$ cat config.mk
export PLATFORM = sky130hd
export DESIGN_NAME = alpha_bounding_box_trim_flat
export DESIGN_NICKNAME = d
export VERILOG_FILES = /design/src/hw/rtl/abt_pkg.sv /design/src/hw/rtl/abt_chan_if.sv /design/src/hw/rtl/abt_core.sv /design/src/hw/rtl/abt_out_buf.sv /design/src/hw/rtl/alpha_bounding_box_trim.sv /design/src/flat_wrapper.sv
export SDC_FILE = /design/constraint.sdc
export NUM_CORES = 1
export LEC_CHECK = 0
export ABC_AREA = 1
export BUFFER_PORTS_ARGS = -buffer_cell sky130_fd_sc_hd__buf_2
export CAP_MARGIN = 5
export CORE_UTILIZATION = 56
export DETAILED_ROUTE_END_ITERATION = 12
export PLACE_DENSITY_LB_ADDON = 0.3
export SKIP_LAST_GASP = 1
export SLEW_MARGIN = 20
export SYNTH_ARGS = -nofsm -noshare
export SYNTH_HDL_FRONTEND = slang
export SYNTH_SLANG_ARGS = --single-unit
$ cat constraint.sdc
create_clock -name clk -period 3.8 [get_ports clk]
set_clock_uncertainty 0.15 [all_clocks]
set_input_delay 0.19 -clock clk [delete_from_list [all_inputs] [get_ports clk]]
set_output_delay 0.19 -clock clk [all_outputs]
set_load 0.03 [all_outputs]
$ cat src/hw/rtl/abt_pkg.sv
`default_nettype none

package abt_pkg;

	localparam int unsigned CfgW          = 13;
	localparam int unsigned AlphaW        = 8;
	localparam int unsigned PosW          = 12;
	localparam int unsigned SizeW         = 13;
	localparam int unsigned MaxDimDefault = 4096;

	typedef enum logic [0:0] {
		REG_IMAGE_WIDTH  = 1'b0,
		REG_IMAGE_HEIGHT = 1'b1
	} reg_index_t;

	typedef struct packed {
		logic [AlphaW-1:0] pixel_alpha;
	} pixel_t;

	typedef struct packed {
		logic [PosW-1:0]  trim_left;
		logic [PosW-1:0]  trim_top;
		logic [SizeW-1:0] trim_width;
		logic [SizeW-1:0] trim_height;
	} trim_t;

	// one finished rectangle handed from the tracker to the output buffer
	typedef struct packed {
		logic  valid;
		trim_t trim;
	} trim_push_t;

endpackage

`default_nettype wire

$ cat src/hw/rtl/abt_chan_if.sv
`default_nettype none

interface abt_pixel_if;
	logic            valid;
	logic            ready;
	abt_pkg::pixel_t data;

	modport source (output valid, output data, input ready);
	modport sink   (input valid, input data, output ready);
endinterface

interface abt_trim_if;
	logic           valid;
	logic           ready;
	abt_pkg::trim_t data;

	modport source (output valid, output data, input ready);
	modport sink   (input valid, input data, output ready);
endinterface

`default_nettype wire

$ cat src/hw/rtl/abt_core.sv
`default_nettype none

module abt_core #(
	parameter int unsigned MAX_DIM = abt_pkg::MaxDimDefault
) (
	input  logic                     clk,
	input  logic                     arst_n,
	input  logic                     cfg_we,
	input  abt_pkg::reg_index_t      cfg_index,
	input  logic [abt_pkg::CfgW-1:0] cfg_wdata,
	input  logic                     accept,
	input  abt_pkg::pixel_t          pixel,
	output abt_pkg::trim_push_t      push
);
	import abt_pkg::*;

	localparam int unsigned CW = $clog2(MAX_DIM);
	localparam int unsigned EW = (CfgW > CW + 1) ? CfgW : CW + 1;
	localparam logic [EW-1:0] MaxDimE = EW'(MAX_DIM);
	localparam logic [CW-1:0] MaxLast = CW'(MAX_DIM - 1);

	// last valid index for a size register: zero counts as one, large values saturate
	function automatic logic [CW-1:0] last_index(input logic [CfgW-1:0] v);
		logic [EW-1:0] ext;
		logic [EW-1:0] less;
		ext  = EW'(v);
		less = ext - EW'(1);
		if (v == '0) begin
			last_index = '0;
		end else if (ext > MaxDimE) begin
			last_index = MaxLast;
		end else begin
			last_index = less[CW-1:0];
		end
	endfunction

	logic [CfgW-1:0] width_q, height_q;
	logic [CW-1:0]   col_q, row_q;
	logic [CW-1:0]   min_col_q, max_col_q, min_row_q, max_row_q;
	logic            any_q;

	logic [CW-1:0]   last_col, last_row;
	logic            opaque, first, col_end, row_end, img_end, nxt_any;
	logic [CW-1:0]   nxt_min_col, nxt_max_col, nxt_min_row, nxt_max_row;
	logic [EW-1:0]   left_ext, top_ext, span_col, span_row;
	trim_t           result;

	always_comb begin
		last_col = last_index(width_q);
		last_row = last_index(height_q);
		opaque   = |pixel.pixel_alpha;
		first    = opaque & ~any_q;
		nxt_any  = any_q | opaque;
		col_end  = col_q >= last_col;
		row_end  = row_q >= last_row;
		img_end  = col_end & row_end;

		nxt_min_col = (first || (opaque && col_q < min_col_q)) ? col_q : min_col_q;
		nxt_max_col = (first || (opaque && col_q > max_col_q)) ? col_q : max_col_q;
		nxt_min_row = (first || (opaque && row_q < min_row_q)) ? row_q : min_row_q;
		nxt_max_row = (first || (opaque && row_q > max_row_q)) ? row_q : max_row_q;

		left_ext = EW'(nxt_min_col);
		top_ext  = EW'(nxt_min_row);
		span_col = EW'(nxt_max_col) - EW'(nxt_min_col) + EW'(1);
		span_row = EW'(nxt_max_row) - EW'(nxt_min_row) + EW'(1);

		if (nxt_any) begin
			result.trim_left   = left_ext[PosW-1:0];
			result.trim_top    = top_ext[PosW-1:0];
			result.trim_width  = span_col[SizeW-1:0];
			result.trim_height = span_row[SizeW-1:0];
		end else begin
			// nothing opaque: report a single pixel at the origin
			result.trim_left   = '0;
			result.trim_top    = '0;
			result.trim_width  = SizeW'(1);
			result.trim_height = SizeW'(1);
		end

		push.valid = accept & img_end;
		push.trim  = result;
	end

	always_ff @(posedge clk or negedge arst_n) begin
		if (!arst_n) begin
			width_q  <= CfgW'(1);
			height_q <= CfgW'(1);
		end else if (cfg_we) begin
			case (cfg_index)
				REG_IMAGE_WIDTH:  width_q  <= cfg_wdata;
				REG_IMAGE_HEIGHT: height_q <= cfg_wdata;
				default: ;
			endcase
		end
	end

	always_ff @(posedge clk or negedge arst_n) begin
		if (!arst_n) begin
			col_q     <= '0;
			row_q     <= '0;
			min_col_q <= '0;
			max_col_q <= '0;
			min_row_q <= '0;
			max_row_q <= '0;
			any_q     <= 1'b0;
		end else if (accept) begin
			if (img_end) begin
				col_q     <= '0;
				row_q     <= '0;
				min_col_q <= '0;
				max_col_q <= '0;
				min_row_q <= '0;
				max_row_q <= '0;
				any_q     <= 1'b0;
			end else begin
				col_q     <= col_end ? '0 : col_q + CW'(1);
				row_q     <= col_end ? row_q + CW'(1) : row_q;
				min_col_q <= nxt_min_col;
				max_col_q <= nxt_max_col;
				min_row_q <= nxt_min_row;
				max_row_q <= nxt_max_row;
				any_q     <= nxt_any;
			end
		end
	end

endmodule

`default_nettype wire

$ cat src/hw/rtl/abt_out_buf.sv
`default_nettype none

module abt_out_buf (
	input  logic                clk,
	input  logic                arst_n,
	input  abt_pkg::trim_push_t push,
	output logic                room,
	abt_trim_if.source          trim
);
	import abt_pkg::*;

	logic  head_v_q, skid_v_q;
	trim_t head_q, skid_q;
	logic  pop;

	assign pop        = head_v_q & trim.ready;
	assign room       = ~skid_v_q;
	assign trim.valid = head_v_q;
	assign trim.data  = head_q;

	// a push only arrives while the skid slot is empty
	always_ff @(posedge clk or negedge arst_n) begin
		if (!arst_n) begin
			head_v_q <= 1'b0;
			skid_v_q <= 1'b0;
		end else if (pop) begin
			head_v_q <= skid_v_q | push.valid;
			skid_v_q <= 1'b0;
		end else if (push.valid) begin
			head_v_q <= 1'b1;
			skid_v_q <= head_v_q;
		end
	end

	always_ff @(posedge clk) begin
		if (pop && skid_v_q) begin
			head_q <= skid_q;
		end else if (push.valid && (pop || !head_v_q)) begin
			head_q <= push.trim;
		end
		if (push.valid && head_v_q && !pop) begin
			skid_q <= push.trim;
		end
	end

endmodule

`default_nettype wire

$ cat src/hw/rtl/alpha_bounding_box_trim.sv
// Channel  Dir  Transfer             Payload
// pix      in   pix.valid&pix.ready  pixel_alpha, raster order
// trim     out  trim.valid&trim.ready trim_left, trim_top, trim_width, trim_height
//
// One pixel per clock while pix.ready is high; the bound compares and counter
// steps sit between the accepted pixel and the tracker registers, the rectangle
// lands in a two-entry output buffer in the cycle after the image's last pixel.
// pix.ready drops only while both output entries are full.
// arst_n clears counters, bounds and buffer; sizes reset to 1x1.
`default_nettype none

module alpha_bounding_box_trim #(
	parameter int unsigned MAX_DIM = abt_pkg::MaxDimDefault
) (
	input  logic                     clk,
	input  logic                     arst_n,
	input  logic                     cfg_we,
	input  abt_pkg::reg_index_t      cfg_index,
	input  logic [abt_pkg::CfgW-1:0] cfg_wdata,
	abt_pixel_if.sink                pix,
	abt_trim_if.source               trim
);
	import abt_pkg::*;

	trim_push_t push;
	logic       room;
	logic       accept;

	assign pix.ready = room;
	assign accept    = pix.valid & room;

	abt_core #(
		.MAX_DIM(MAX_DIM)
	) u_core (
		.clk      (clk),
		.arst_n   (arst_n),
		.cfg_we   (cfg_we),
		.cfg_index(cfg_index),
		.cfg_wdata(cfg_wdata),
		.accept   (accept),
		.pixel    (pix.data),
		.push     (push)
	);

	abt_out_buf u_out_buf (
		.clk   (clk),
		.arst_n(arst_n),
		.push  (push),
		.room  (room),
		.trim  (trim)
	);

`ifndef SYNTHESIS
	a_push_on_transfer: assert property (@(posedge clk) disable iff (!arst_n)
		push.valid |-> (pix.valid && pix.ready))
		else $error("rectangle pushed without a pixel transfer");

	a_stall_means_full: assert property (@(posedge clk) disable iff (!arst_n)
		!pix.ready |-> trim.valid)
		else $error("input stalled with an empty output");

	a_stall_from_push: assert property (@(posedge clk) disable iff (!arst_n)
		$fell(pix.ready) |-> $past(push.valid))
		else $error("input stall without a new rectangle");
`endif

endmodule

`default_nettype wire

$ cat src/flat_wrapper.sv
// flat-port wrapper written by rule: the top's interface ports become plain ports
module alpha_bounding_box_trim_flat import abt_pkg::*;
#(
	parameter int unsigned MAX_DIM = abt_pkg::MaxDimDefault
)
  (clk, arst_n, cfg_we, cfg_index, cfg_wdata, pix_valid, pix_data, pix_ready, trim_valid, trim_data, trim_ready);
  abt_pixel_if pix_i ();
  abt_trim_if trim_i ();
  input  logic clk;
  input  logic arst_n;
  input  logic cfg_we;
  input  abt_pkg::reg_index_t cfg_index;
  input  logic [abt_pkg::CfgW-1:0] cfg_wdata;
  input wire logic [$bits(pix_i.valid)-1:0] pix_valid;
  input wire logic [$bits(pix_i.data)-1:0] pix_data;
  output wire logic [$bits(pix_i.ready)-1:0] pix_ready;
  output wire logic [$bits(trim_i.valid)-1:0] trim_valid;
  output wire logic [$bits(trim_i.data)-1:0] trim_data;
  input wire logic [$bits(trim_i.ready)-1:0] trim_ready;
  assign pix_i.valid = pix_valid;
  assign pix_i.data = pix_data;
  assign pix_ready = pix_i.ready;
  assign trim_valid = trim_i.valid;
  assign trim_data = trim_i.data;
  assign trim_i.ready = trim_ready;
  alpha_bounding_box_trim #(.MAX_DIM(MAX_DIM)) u_core (.clk(clk), .arst_n(arst_n), .cfg_we(cfg_we), .cfg_index(cfg_index), .cfg_wdata(cfg_wdata), .pix(pix_i), .trim(trim_i));
endmodule
Yosys cells after proc, flatten, opt, wreduce, memory -nomap -nowiden. Index checks and enable logic that the tools add are counted.

Register bits after elaboration: 201. Logic and storage cells: 93. Input port bits: 27.

Order comparisons: 8. Add/sub/neg operators: 8. Reduce and logical (&&, ||, !) cells: 24. Bitwise operators: 10. Mux-type cells: 24.

Operator list (count): $mux W12 (16); $mux W50 (3); $add A13 B1 Y13 const B (2); $gt A13 B13 Y1 const B (2); $logic_not A13 Y1 (2); $sub A12 B12 Y13 (2); $add A12 B1 Y12 const B (2); $ge A12 B12 Y1 (2); $gt A12 B12 Y1 (2); $lt A12 B12 Y1 (2); $sub A12 B1 Y12 const B (2); $logic_and A1 B1 Y1 (8); $reduce_or A8 Y1 (1); $reduce_and A2 Y1 (3); $reduce_bool A2 Y1 (3); $and A1 B1 Y1 (5); $logic_or A1 B1 Y1 (5); $mux W1 (5); $not A1 Y1 (3); $logic_not A1 Y1 (2); $or A1 B1 Y1 (2).

Depth between registers and ports, before layout.
Depth in word-level cells: 9. Mapped depth: 28. Depth with buffers taken out: 27.

Hierarchy. From an unflattened synthesis, not the netlist that was laid out.

Cells, all modules: 1675. Area total of the unflattened synthesis: 13093.8 µm².

By module, submodules not included: abt_core (cells an instance 1385, times used 1, area an instance 9151.3 µm², sequential area each 2479.9 µm²); abt_out_buf (cells an instance 288, times used 1, area an instance 3935.0 µm², sequential area each 3052.9 µm²); alpha_bounding_box_trim (cells an instance 2, times used 1, area an instance 7.5 µm², sequential area each 0.0 µm²).

Worst setup path after synthesis. No wires, ideal clock.

Kind: reg-to-reg. From: register u_core.u_core.width_q[0]. To: register u_core.u_out_buf.head_q (netlist bit u_core.u_out_buf.trim.data[0]), enable pin. Setup slack: -0.332 ns. Library setup time: 0.409 ns. Data arrival time: 3.574 ns. Data required time: 3.241 ns. Cell stages (with the launch flop): 19. Cell sequence: dfstp_2 -> inv_1 -> ha_1 -> nand4_1 -> nor2_1 -> nand2_1 -> nand2_1 -> nand2_1 -> o21ai_0 -> ha_1 -> nand2_1 -> nor2_2 -> and2_1 -> nand2_2 -> nand4_4 -> nand2_4 -> nor2_1 -> nand2_1 -> nand2_1.

Cells in the longest elaborated chain, start to end: 8. Elaborated cells between the ends (all ways): 10. Classes of those cells: add/sub: 1; order compare: 2; mux: 2; bitwise: 2; reduce/logical: 3.

RTL lines: start: declaration (RTL line abt_core.sv:37) `logic [CfgW-1:0] width_q, height_q;`; start signal: assignment (RTL line abt_core.sv:87) `width_q <= CfgW'(1);`; start signal: assignment (RTL line abt_core.sv:91) `REG_IMAGE_WIDTH: width_q <= cfg_wdata;`; $sub A12 B1 Y12 / $gt A13 B13 Y1 (equally long branches) (RTL line abt_core.sv:27, abt_core.sv:30); $mux W12 (RTL line abt_core.sv:30) `end else if (ext > MaxDimE) begin`; $mux W12 (*) (RTL line abt_core.sv:28) `if (v == '0) begin`; $ge A12 B12 Y1 (*) (RTL line abt_core.sv:54) `col_end = col_q >= last_col;`; $and A1 B1 Y1 (*) (RTL line abt_core.sv:56) `img_end = col_end & row_end;`; $and A1 B1 Y1 (*) (RTL line abt_core.sv:81) `push.valid = accept & img_end;`; $logic_and A1 B1 Y1 (*) (RTL line abt_out_buf.sv:38) `end else if (push.valid && (pop || !head_v_q)) begin`; $reduce_bool A2 Y1 (no source line) (*); end signal: assignment (RTL line abt_out_buf.sv:37) `head_q <= skid_q;`; end signal: assignment (RTL line abt_out_buf.sv:39) `head_q <= push.trim;`; end: declaration (RTL line abt_out_buf.sv:13) `trim_t head_q, skid_q;`.

Mark *: on every way between the ends. The rest lies on a longest branch, timed or not. A chain may end at the register's enable or synchronous reset.

Worst setup path after layout.
From: register u_core.u_core.row_q[11]. To: register u_core.u_out_buf.head_q (netlist bit u_core.u_out_buf.trim.data[9]), data pin.

Cells in the longest elaborated chain, start to end: 9. Elaborated cells between the ends (all ways): 13. Classes of those cells: add/sub: 2; order compare: 2; mux: 5; reduce/logical: 4.

RTL lines: start: declaration (RTL line abt_core.sv:38) `logic [CW-1:0] col_q, row_q;`; start signal: assignment (RTL line abt_core.sv:118) `row_q <= col_end ? row_q + CW'(1) : row_q;`; $gt A12 B12 Y1 / $lt A12 B12 Y1 (equally long branches) (RTL line abt_core.sv:61, abt_core.sv:60); $logic_and A1 B1 Y1 (on tied branches) (RTL line abt_core.sv:61, abt_core.sv:60); $logic_or A1 B1 Y1 (on tied branches) (RTL line abt_core.sv:61, abt_core.sv:60); $mux W12 (on tied branches) (RTL line abt_core.sv:61, abt_core.sv:60); $sub A12 B12 Y13 (*) (RTL line abt_core.sv:66) `span_row = EW'(nxt_max_row) - EW'(nxt_min_row) + EW'(1);`; $add A13 B1 Y13 (*) (RTL line abt_core.sv:66); $mux W50 (*) (RTL line abt_core.sv:68) `if (nxt_any) begin`; $mux W50 (*) (RTL line abt_out_buf.sv:38); $mux W50 (*) (RTL line abt_out_buf.sv:36) `if (pop && skid_v_q) begin`.

Mark *: on every way between the ends. The rest lies on a longest branch, timed or not. The select of a mux whose other input is x is not followed.

==> results.json <==
{
  "vias": 11570,
  "tightest_slew_ns": 0.823,
  "clk_latency_ns": 0.53,
  "synth_top_family_by_area": "simple AND/OR/NAND/NOR gates",
  "grt_pass1_vias": 11049,
  "setup_viol": 0,
  "numPortBuffers": 78,
  "cts_tree": "done",
  "worstPathRequired_ns": 3.91,
  "timing.final.crit_period_ns": 3.66,
  "fill_cells": 1827,
  "syn-cell-area_um2": 13200,
  "crit_type": "flip-flop to flip-flop",
  "fin_crit_sh": 0.963,
  "clock-sinks": 201,
  "postRouteAntennaNets": 0,
  "status": "finished with violations",
  "max_stage_delay_ns": 0.43,
  "netlist-cell-type-count": 49,
  "cts_buffer_depth": 3,
  "fin_nets": 1940,
  "core_um2": 22800,
  "num_antenna_cells": 0,
  "drive_gt1_frac": 0.192,
  "dr.pass1.iters": 5,
  "synth_edf_count": 100,
  "whs_ns": -0.00316,
  "yosys_warnings": 0,
  "yosys-top-cells-area": "edfxtp_1 (23%), dfrtp_1 (19%), nand2_1 (15%)",
  "grt_max_degree": 59,
  "synthFlopType": "edfxtp_1",
  "start_util": 0.576,
  "num_rows": 55,
  "io-pin-count": 79,
  "endpoint_kind": "flip-flop",
  "wire_per_inst_um": 15.7,
  "grt_pass1_wl_um": 54000,
  "synthAdderAreaFrac": 0.113,
  "wl_um": 33400,
  "antenna_found_initial": 0,
  "crit_top_cell": "nand2_1",
  "final_util": 0.687,
  "yosysTopAreaCell": "edfxtp_1",
  "clk_pin_slew_ns": 0.06,
  "clock-root-buffer": "clkbuf_16",
  "crit_fanout": 7,
  "htreeDepth": 1,
  "max_slew_margin": 0.450,
  "dieWidth_um": 155,
  "cp.arrival_ns": 3.77,
  "finalMaxSlewViolations": 0,
  "place.gp.congestion": 0.909,
  "drt_drc_violations_left": 0,
  "timing.max_cap.violations": 0,
  "synth_nets": 1796,
  "slowest_stage": "fa_1",
  "yosys-mux-area-fraction": 0,
  "syn_avg_cell_area_um2": 7.97,
  "multi_input_area_um2": 7020,
  "die_y_um": 155,
  "synth-seq-area-share": 0.421,
  "synth_compound_area_frac": 0.0766,
  "ff_latch_area_um2": 5540,
  "area_growth_pct": 19.4,
  "grt_overflow": 0,
  "synth_top_cell_area_share": 0.228,
  "ys_seq_elements": 201,
  "synthXorXnorAreaFrac": 0.0153,
  "die-area_um2": 24100,
  "rsz0062_at_grt": "yes",
  "cts_buffers": 23,
  "syn_inst": 1651,
  "vias_per_cell": 5.44,
  "grtUsageTotal": 0.280,
  "async_reset_ff_frac": 0.502,
  "violations": "hold timing",
  "start_kind": "flip-flop",
  "hold_viol": 2,
  "dr.first_iter.drc_count": 835,
  "dp_hpwl_um": 23900,
  "max_freq_mhz": 273,
  "hold_class": "primary input to async pin",
  "synthSimpleGateAreaFrac": 0.291,
  "path_cells": "ha_1 > nand2_2 > nor2_4 > and2_1 > nand2_1 > nand3_2 > nand2_4 > nand2_4 > buf_4 > nand2_1 > nand2_1 > ha_4 > inv_1 > fa_1 > inv_2 > nand3_1 > nand2_2 > nand2_1 > nand2_1 > nand2_1 > nand3_1 > o21ai_1"
}
## synthesized netlist by cell type, types with 12 or more instances
| cell | instances |
|---|---|
| ha_1 | 116 |
| xor2_1 | 20 |
| a21oi_1 | 49 |
| nor3_1 | 14 |
| nand4_1 | 31 |
| nand2_1 | 522 |
| nor2_1 | 109 |
| o21ai_1 | 14 |
| dfrtp_1 | 99 |
| buf_2 | 12 |
| nand2_2 | 31 |
| clkbuf_1 | 16 |
| edfxtp_1 | 100 |
| o21ai_0 | 90 |
| buf_6 | 14 |
| inv_1 | 198 |
| nand3_1 | 125 |
## area by class of cell
| cell class | instances | share of cell area |
|---|---|---|
| Multi-Input combinational cell | 1198 | 0.447 |
| Timing Repair Buffer | 167 | 0.0782 |
| Inverter | 204 | 0.0493 |
| Clock inverter | 13 | 0.00940 |
| Tap cell | 313 | 0.0249 |
| Clock buffer | 29 | 0.0387 |
| Sequential cell | 201 | 0.353 |
## worst paths after layout
path	start	endpoint	slack, ns	cells after the start
max	u_core.u_core.row_q[11]$_DFFE_PN0P_	u_core.u_out_buf.trim.data[9]$_DFFE_PP_	0.14	22
min	arst_n	u_core.u_core.max_col_q[8]$_DFFE_PN0P_	-0.003	2
max reg2reg	u_core.u_core.row_q[11]$_DFFE_PN0P_	u_core.u_out_buf.trim.data[9]$_DFFE_PP_	0.14	22
min reg2reg	u_core.u_core.min_row_q[8]$_DFFE_PN0P_	u_core.u_core.min_row_q[8]$_DFFE_PN0P_	0.33	2
max in group asynchronous	arst_n	u_core.u_core.col_q[11]$_DFFE_PN0P_	2.57	3
min in group clk	pix_data[7]	u_core.u_core.any_q$_DFFE_PN0P_	0.18	9
## critical path: cells and delay by family, from the launching register on
family                   cells  cell delay (ns)
AO/OA/AOI/OAI                1             0.07
flip-flops                   1             0.42
buffers and inverters        3             0.31
adder cells (fa/ha/maj)      3             1.10
AND/OR/NAND/NOR             15             1.35
## what timing repair did
item,CTS,global route
endpoints found under the setup margin,1,137
setup buffers,0,20
pin swaps,0,22
hold buffers,16,0
endpoints found under the hold margin,70,0
resized for setup,1,110
## layout by cell type, fill, tap and decap left out, drive strengths merged, types with 3 or more instances in the layout
cell | netlist | routed
dlygate4sd3 | 0 | 16
a31oi | 5 | 5
clkinv | 1 | 8
nand3b | 3 | 3
nand2 | 564 | 564
clkbuf | 16 | 29
and2 | 4 | 4
a21o | 3 | 3
nand4 | 34 | 34
xor2 | 20 | 20
nor2 | 119 | 119
a21oi | 49 | 49
o21ai | 109 | 109
o21bai | 3 | 3
or2 | 4 | 4
bufinv | 0 | 3
o21a | 7 | 7
inv | 203 | 204
ha | 116 | 116
xnor2 | 3 | 3
buf | 32 | 151
dfrtp | 99 | 99
nand3 | 127 | 127
edfxtp | 100 | 100
nor3 | 17 | 17
## layer usage
layer  vias to the layer above  GRT usage  routed length, um  part of all wire
li1                       5682          -                  -                 -
met1                      5450      0.385              15100              0.45
met2                       400      0.462              15500              0.46
met3                        38     0.0462               2290             0.069
met4                         0     0.0691                499             0.015
met5                         -          0                  0                 0
## cells by family (layout without fill, tap and decap cells)
logic type | after synthesis | in the layout
AO/OA/AOI/OAI | 184 | 184
XOR/XNOR | 23 | 23
adder cells (fa/ha/maj) | 118 | 118
buffers and inverters | 252 | 413
flip-flops | 201 | 201
AND/OR/NAND/NOR | 873 | 873
## flip-flops by register name, indices dropped and copies added, names as in the netlist
register                     count
u_core.u_out_buf.skid_v_q        1
u_core.u_core.any_q              1
u_core.u_core.width_q           13
u_core.u_core.max_row_q         12
u_core.u_out_buf.skid_q         50
u_core.u_out_buf.trim.data      50
u_core.u_core.height_q          13
u_core.u_core.max_col_q         12
u_core.u_core.row_q             12
u_core.u_out_buf.trim.valid      1
u_core.u_core.min_col_q         12
u_core.u_core.min_row_q         12
u_core.u_core.col_q             12
## per-stage QoR
step                      cell area [um2]  setup WS (ns)  setup TNS (ns)  cells  hold slack, ns
after floorplan                     13200         0.0772               0   1651          -0.256
after global placement              14100         0.0838               0   2047          0.0134
after detailed placement            14100         0.0243               0   2047          0.0137
after CTS                           15000        0.00786               0   2105          0.0121
after global routing                15700        -0.0535          -0.877   2125          0.0215
final                               15700          0.142               0   2125        -0.00316
Power is not shown: default switching activity piles up to over one toggle a cycle in this logic, so the estimate is an artifact.
